## config.mk

```make
export PLATFORM = sky130hd
export DESIGN_NAME = mstk_mac
export DESIGN_NICKNAME = d
export VERILOG_FILES = /design/src/rtl/mstk_pkg.sv /design/src/rtl/mstk_mac.sv
export SDC_FILE = /design/constraint.sdc
export NUM_CORES = 2
export LEC_CHECK = 0
export ABC_CLOCK_PERIOD_IN_PS = 10350
export BUFFER_PORTS_ARGS = -buffer_cell sky130_fd_sc_hd__buf_2
export CAP_MARGIN = 20
export CELL_PAD_IN_SITES_DETAIL_PLACEMENT = 1
export CELL_PAD_IN_SITES_GLOBAL_PLACEMENT = 2
export CORE_ASPECT_RATIO = 1.25
export CORE_MARGIN = 2
export CORE_UTILIZATION = 43
export DETAILED_ROUTE_END_ITERATION = 8
export MAX_ROUTING_LAYER = met4
export PLACE_DENSITY_LB_ADDON = 0.1
export SYNTH_ARGS = -nofsm -noshare
export SYNTH_HDL_FRONTEND = slang
export SYNTH_SLANG_ARGS = --single-unit
export TNS_END_PERCENT = 100
```

## constraint.sdc

```tcl
create_clock -name clock -period 10.35 [get_ports clock]
set_input_delay 2.07 -clock clock [delete_from_list [all_inputs] [get_ports clock]]
set_output_delay 2.07 -clock clock [all_outputs]
set_load 0.01 [all_outputs]
```

## src/rtl/mstk_pkg.sv

```systemverilog
// ----------------------------------------------------------------------------
// mstk_pkg
// Shared types, sizes and codes for the Q16.16 4x4 matrix stack.
// ----------------------------------------------------------------------------
package mstk_pkg;

   // stack and matrix sizing
   localparam int STACK_DEPTH = 32;
   localparam int MATRIX_SIZE = 4;

   localparam int ELEM_W     = 32;
   localparam int FRAC_W     = 16;
   localparam int ELEM_CNT   = 16;
   localparam int ELEM_IDX_W = 4;
   localparam int DIM_W      = 2;
   localparam int LVL_W      = (STACK_DEPTH > 1) ? $clog2(STACK_DEPTH) : 1;
   localparam int MEM_DEPTH  = STACK_DEPTH * ELEM_CNT;
   localparam int MEM_ADDR_W = LVL_W + ELEM_IDX_W;
   localparam int ACC_W      = 2 * ELEM_W + $clog2(MATRIX_SIZE) + 1;

   localparam logic [DIM_W-1:0] MS_LAST  = DIM_W'(MATRIX_SIZE - 1);
   localparam logic [LVL_W-1:0] LVL_FULL = LVL_W'(STACK_DEPTH - 1);
   localparam logic [ELEM_IDX_W-1:0] IDX_LAST = ELEM_IDX_W'(ELEM_CNT - 1);

   localparam logic [ELEM_W-1:0] ONE_Q16  = 32'h0001_0000;
   localparam logic [ELEM_W-1:0] ELEM_MAX = 32'h7FFF_FFFF;
   localparam logic [ELEM_W-1:0] ELEM_MIN = 32'h8000_0000;
   localparam logic [FRAC_W-1:0] FRAC_MASK = 16'hFFFF;

   // request codes
   localparam int REQ_TYPE_W = 3;
   localparam logic [REQ_TYPE_W-1:0] REQ_IDENTITY = 3'd0;
   localparam logic [REQ_TYPE_W-1:0] REQ_PUSH     = 3'd1;
   localparam logic [REQ_TYPE_W-1:0] REQ_POP      = 3'd2;
   localparam logic [REQ_TYPE_W-1:0] REQ_LOAD     = 3'd3;
   localparam logic [REQ_TYPE_W-1:0] REQ_READ     = 3'd4;

   // status codes
   localparam int STATUS_W = 2;
   localparam logic [STATUS_W-1:0] STATUS_OK        = 2'd0;
   localparam logic [STATUS_W-1:0] STATUS_OVERFLOW  = 2'd1;
   localparam logic [STATUS_W-1:0] STATUS_UNDERFLOW = 2'd2;

   // control travelling with each multiply-accumulate step
   typedef struct packed {
      logic                  first;
      logic                  last;
      logic [ELEM_IDX_W-1:0] idx;
   } mac_tag_type;

   // finished dot product
   typedef struct packed {
      logic                  valid;
      logic [ELEM_IDX_W-1:0] idx;
   } mac_res_type;

   // identity matrix element at a column-major index
   function automatic logic [ELEM_W-1:0] identity_elem(input logic [ELEM_IDX_W-1:0] idx);
      logic [ELEM_W-1:0] val;
      val = (idx[1:0] == idx[3:2]) ? ONE_Q16 : '0;
      return val;
   endfunction

endpackage

```

## src/rtl/mstk_mac.sv

```systemverilog
// ----------------------------------------------------------------------------
// mstk_mac
// Pipelined Q16.16 multiply-accumulate: operand register, 32x32 multiply,
// wide accumulate, then truncation toward zero and saturation to 32 bits.
// ----------------------------------------------------------------------------
module mstk_mac import mstk_pkg::*; (
   input  logic                     clock,
   input  logic                     reset,
   input  logic                     issue,
   input  mac_tag_type              issue_tag,
   input  logic signed [ELEM_W-1:0] a_in,
   input  logic signed [ELEM_W-1:0] b_in,
   output mac_res_type              res,
   output logic signed [ELEM_W-1:0] res_value,
   output logic                     busy
);

   localparam int Q_W = ACC_W - FRAC_W;

   logic                       v1_ff, v2_ff, done3_ff, v4_ff;
   mac_tag_type                tag1_ff, tag2_ff;
   logic [ELEM_IDX_W-1:0]      idx3_ff, idx4_ff;
   logic signed [ELEM_W-1:0]   a_ff, b_ff;
   logic signed [2*ELEM_W-1:0] prod_ff;
   logic signed [ACC_W-1:0]    acc_ff, acc_in;
   logic signed [ELEM_W-1:0]   sat_ff, sat_in;
   logic signed [ACC_W-1:0]    biased;
   logic signed [Q_W-1:0]      quot;
   logic [Q_W-ELEM_W:0]        upper;

   // accumulate, restarting on the first step of a dot product
   always_comb begin
      acc_in = (tag2_ff.first ? '0 : acc_ff) + ACC_W'(prod_ff);
   end

   // truncate toward zero, then clamp to the 32-bit range
   always_comb begin
      biased = acc_ff + (acc_ff[ACC_W-1] ? ACC_W'(FRAC_MASK) : ACC_W'(0));
      quot   = biased[ACC_W-1:FRAC_W];
      upper  = quot[Q_W-1:ELEM_W-1];
      if (upper == '0 || upper == '1) begin
         sat_in = quot[ELEM_W-1:0];
      end else if (quot[Q_W-1]) begin
         sat_in = ELEM_MIN;
      end else begin
         sat_in = ELEM_MAX;
      end
   end

   // stage valids
   always_ff @(posedge clock) begin
      if (reset) begin
         v1_ff    <= 1'b0;
         v2_ff    <= 1'b0;
         done3_ff <= 1'b0;
         v4_ff    <= 1'b0;
      end else begin
         v1_ff    <= issue;
         v2_ff    <= v1_ff;
         done3_ff <= v2_ff && tag2_ff.last;
         v4_ff    <= done3_ff;
      end
   end

   // datapath registers
   always_ff @(posedge clock) begin
      a_ff    <= a_in;
      b_ff    <= b_in;
      tag1_ff <= issue_tag;
      prod_ff <= a_ff * b_ff;
      tag2_ff <= tag1_ff;
      if (v2_ff) begin
         acc_ff <= acc_in;
      end
      idx3_ff <= tag2_ff.idx;
      if (done3_ff) begin
         sat_ff <= sat_in;
      end
      idx4_ff <= idx3_ff;
   end

   assign res.valid = v4_ff;
   assign res.idx   = idx4_ff;
   assign res_value = sat_ff;
   assign busy      = v1_ff || v2_ff || done3_ff || v4_ff;

endmodule

```

Word level (Yosys, flattened, before mapping)
Index checks and enable logic that the tools add are counted.
{ "classes": {"n_reduce_logical": 6, "mul": 1, "addsub": 2, "muxes": 4, "n_eq_ne": 1} }
{ "op_table": {"columns": ["operator", "count"], "rows": [
  ["$add A67 B16 Y67", 1],
  ["$add A67 B67 Y67", 1],
  ["$mux W67", 1],
  ["$mul A32 B32 Y64", 1],
  ["$mux W32", 2],
  ["$eq A20 B20 Y1 const B", 1],
  ["$logic_not A20 Y1", 1],
  ["$mux W16", 1],
  ["$logic_or A1 B1 Y1", 4],
  ["$logic_and A1 B1 Y1", 1]
]} }
{ "totals": {"input_bits": 73, "out_inout_bits": 38, "regBits": 251, "elab_cells": 31} }

Logic depth before layout (Yosys ltp)
{ "depth": {"depth_word": 5, "mapped_depth": 31, "ltp_nobuf": 30} }

Worst setup path before layout
OpenSTA, ideal clock, no wires.
{ "synth_timing": {"path_kind": "reg2reg", "startpoint": "register a_ff[31]", "endpoint": "register prod_ff[61]", "arrival_ns": 7.390, "path_slack_ns": 2.833, "period_less_slack_ns": 7.517, "setup_time_ns": 0.127, "n_path_buf": 2, "path_stages_with_launch": 31, "required_time_ns": 10.223, "path_cell_list": "dfxtp_1 clkbuf_1 nand2_1 inv_1 fa_1 inv_1 fa_1 fa_1 inv_1 fa_1 inv_1 fa_1 inv_1 fa_1 inv_1 fa_1 inv_1 fa_1 ha_1 clkbuf_1 a21o_1 a21oi_1 nor2_1 nor2_1 nor2b_1 o21a_1 o21ai_0 nand2b_1 a21oi_1 o21ai_0 xor2_1"} }
{ "synth_between": {"elab_chain_len": 1} }
{ "synth_lines": {"columns": ["element", "line", "text"], "rows": [
  ["start, declared", "mstk_mac.sv:23", "logic signed [ELEM_W-1:0] a_ff, b_ff;"],
  ["start signal, assigned", "mstk_mac.sv:67", "a_ff <= a_in;"],
  ["$mul A32 B32 Y64", "mstk_mac.sv:70", "prod_ff <= a_ff * b_ff;"],
  ["end signal, assigned", "mstk_mac.sv:70", null],
  ["end, declared", "mstk_mac.sv:24", "logic signed [2*ELEM_W-1:0] prod_ff;"]
]} }
No other way between the ends.
A chain may end at the register's enable or synchronous reset.

Final worst setup path
{ "layout_timing": {"startpoint": "register b_ff[5]", "endpoint": "register prod_ff[63]"} }
{ "layout_between": {"elab_chain_len": 1} }
{ "layout_lines": {"columns": ["element", "line", "text"], "rows": [
  ["start, declared", "mstk_mac.sv:23", null],
  ["start signal, assigned", "mstk_mac.sv:68", "b_ff <= b_in;"],
  ["$mul A32 B32 Y64", "mstk_mac.sv:70", null]
]} }
No other way between the ends.

==> flow_metrics.py <==
metrics = {
    "outcome": {
        "status": "finished clean",
    },
    "logic_synthesis": {
        "yosysMostFrequentCell": "fa_1",
        "yosys_warnings": 0,
        "synth-edff-count": 99,
        "ys_seq_area_share_pct": 12.54,
        "synth_nets": 6397,
        "ys_top_cells_by_count": "1083 x fa_1, 988 x inv_1, 578 x nand2_1",
        "ys_types": 75,
        "yosysTopAreaCellShare_pct": 45.19,
        "synthesis.area_sq_um": 47980,
        "synth_seq_cells": 251,
        "yosysTopAreaCell": "fa_1",
        "ys_async_sr_fraction_pct": 0,
        "syn_inst": 4976,
        "synth.avg_cell_area_sq_um": 9.642,
        "synthFlopType": "dfxtp_1",
        "synth_area_leaders": "fa_1 45%, inv_1 7.7%, ha_1 6.9%, and2_1 6.9%, dfxtp_1 6.3%",
    },
    "detailed_routing": {
        "vias": 33479,
        "wl_mm": 140.9,
        "via_per_inst": 5.184,
        "first_iter_violations": 1452,
        "routedWlPerCell_um": 21.82,
        "drc": 0,
        "postRouteAntennaNets": 0,
        "drt_pre_antenna_iters": 5,
    },
    "cts": {
        "cts-resized-gates": 0,
        "postCtsHoldBufs": 0,
        "h-tree-depth": 1,
        "cts_tree": "yes",
        "clock_latency_ps": 670,
        "cts.path.max_buffers": 3,
        "cts_root_buf": "clkbuf_16",
        "cts_sinks": 251,
        "tritoncts.num_buffers": 31,
        "post_cts_buffers": 0,
        "clk_pin_slew_ps": 70,
    },
    "sta": {
        "fin_setup_tns_ps": 0,
        "final-setup-viol-count": 0,
        "setup_slack_ps": 1562,
        "period_share_pct": 84.91,
        "slew_viol_final": 0,
        "relSlewSlack_pct": 26.53,
        "fmax_mhz": 113.8,
        "rsz0062_at_grt": "no",
        "min_period_ps": 8788,
        "finalHoldViolations": 0,
        "worstMarginPinSlew_ps": 1101,
        "finClkSkew_ps": 32.00,
    },
    "place": {
        "dp.cells": 6397,
        "pre_cts_ws_ps": 1609,
        "port_buffers": 110,
        "place_congestion": 0.8449,
        "place_hpwl_mm": 118.6,
    },
    "min_path": {
        "hp-class": "flip-flop to flip-flop",
        "holdPathStages": 0,
    },
    "critical_path": {
        "crit_path_frequent_cell": "fa_1",
        "start_kind": "flip-flop",
        "cp.depth": 25,
        "slowest_delay_ps": 970,
        "reg2reg_depth": 25,
        "crit_path_end_kind": "flip-flop",
        "worstPathMaxFanout": 23,
        "worstPathRequired_ps": 10890,
        "cp_data_arrival_time_ps": 9330,
        "crit_buf_inv": 5,
        "worst-setup-path-type": "flip-flop to flip-flop",
        "slowest_stage": "dfxtp_1",
        "path_delay_family": "adder cells",
    },
    "layout": {
        "multiInputGateArea_sq_um": 37350,
        "drive_gt1_share_pct": 5.703,
        "ff_latch_area_sq_um": 6020,
        "area_delta_synth_final_pct": 6.846,
        "stdcell_count": 6458,
        "num-fill-cells": 12688,
        "fin_nets": 6393,
    },
    "global_route": {
        "antenna_found_initial": 1,
        "grt_max_degree": 70,
        "grt_pass1_vias": 38700,
        "grt_pass1_wl_mm": 228.4,
        "grt.overflow.total": 0,
        "grt_usage_pct": 26.70,
    },
    "floorplanning": {
        "die_y_um": 377.5,
        "initial_core_util_pct": 43.19,
        "die_w_um": 302.8,
        "fp.dieArea_sq_um": 114300,
        "io_pins": 111,
        "num_rows": 137,
        "core_sq_um": 111100,
    },
    "run": {
        "maxCapViolations": 0,
    },
}
-- stage by stage --
step / utilization [%] / area (sq um) / hold WS (ps)
after floorplan: - / 47980 / 309.6
after global placement: 45.09 / 50080 / 309.7
after detailed placement: 45.11 / 50110 / 313.8
after CTS: 46.12 / 51230 / 327.0
after global routing: 46.15 / 51260 / 334.6
final: 46.15 / 51260 / 324.2
-- layer usage --
layer | global-route usage, % | routed length [um] | up-vias
met1 | 35.66 | 63090 | 17853
met4 | 4.471 | 2533 | 0
met2 | 45.35 | 70610 | 503
met3 | 1.886 | 4645 | 121
met5 | - | 0 | -
li1 | - | - | 15002
-- logic make-up after synthesis --
| kind of cell | Yosys count | synth area share (%) |
|---|---|---|
| and+or+nand+nor | 1498 | 15.93 |
| adders and majority gates | 1348 | 52.10 |
| buffers and inverters | 1221 | 9.610 |
| AOI/OAI and AO/OA | 479 | 6.447 |
| DFF | 251 | 12.54 |
| xor gates and xnor gates | 162 | 2.996 |
| muxes | 17 | 0.3807 |
-- sequential cells by signal, indices dropped and copies added, names as in the netlist --
name       flops
res_value     32
idx3_ff        4
v2_ff          1
tag1_ff        6
idx4_ff        4
v1_ff          1
acc_ff        67
a_ff          32
prod_ff       64
b_ff          32
done3_ff       1
v4_ff          1
tag2_ff        6
-- area by class of cell --
| type | count | area share (%) |
|---|---|---|
| clock buffers | 39 | 1.755 |
| flip-flops and latches | 251 | 11.74 |
| diodes | 2 | 0.009763 |
| repair buffers | 195 | 2.397 |
| multi-input cells | 3504 | 72.86 |
| well taps | 1459 | 3.561 |
| inverters | 989 | 7.242 |
| clock inverters | 19 | 0.4296 |
-- cell usage in the layout, fill, tap and decap left out, types with 8 or more instances in the layout --
master,count
fa_1,1083
inv_1,988
nand2_1,578
and2_1,527
ha_1,265
dfxtp_1,149
a21oi_1,146
buf_2,110
nor2_1,107
xnor2_1,101
edfxtp_1,99
o21ai_0,91
nor2b_1,89
buf_4,83
a21o_1,77
xor2_1,60
nand3_1,51
clkbuf_16,34
and3_1,32
o21bai_1,28
nand4_1,27
nor3_1,25
nand2b_1,23
a31oi_1,23
o21a_1,20
a211oi_1,13
mux2i_1,13
o211ai_1,10
a21oi_2,10
o31ai_1,9
nor4_1,8
-- worst paths after layout --
| check | slack [ps] | to | startpoint |
|---|---|---|---|
| hold reg to reg | 320 | idx3_ff[0] | tag2_ff[0] |
| setup / recovery | 1560 | prod_ff[63] | b_ff[5] |
| hold / removal | 320 | idx3_ff[0] | tag2_ff[0] |
| setup reg to reg | 1560 | prod_ff[63] | b_ff[5] |
-- worst register-to-register path, delay by kind of cell, from the launching register on --
| kind | cells | cell delay [ps] |
|---|---|---|
| compound gates | 8 | 1300 |
| buf+inv | 5 | 940 |
| simple gates | 2 | 510 |
| flops | 1 | 970 |
| xor+xnor | 1 | 150 |
| fa+ha+maj | 9 | 4810 |
Power is not shown: default switching activity piles up to over one toggle a cycle in this logic, so the estimate is an artifact.
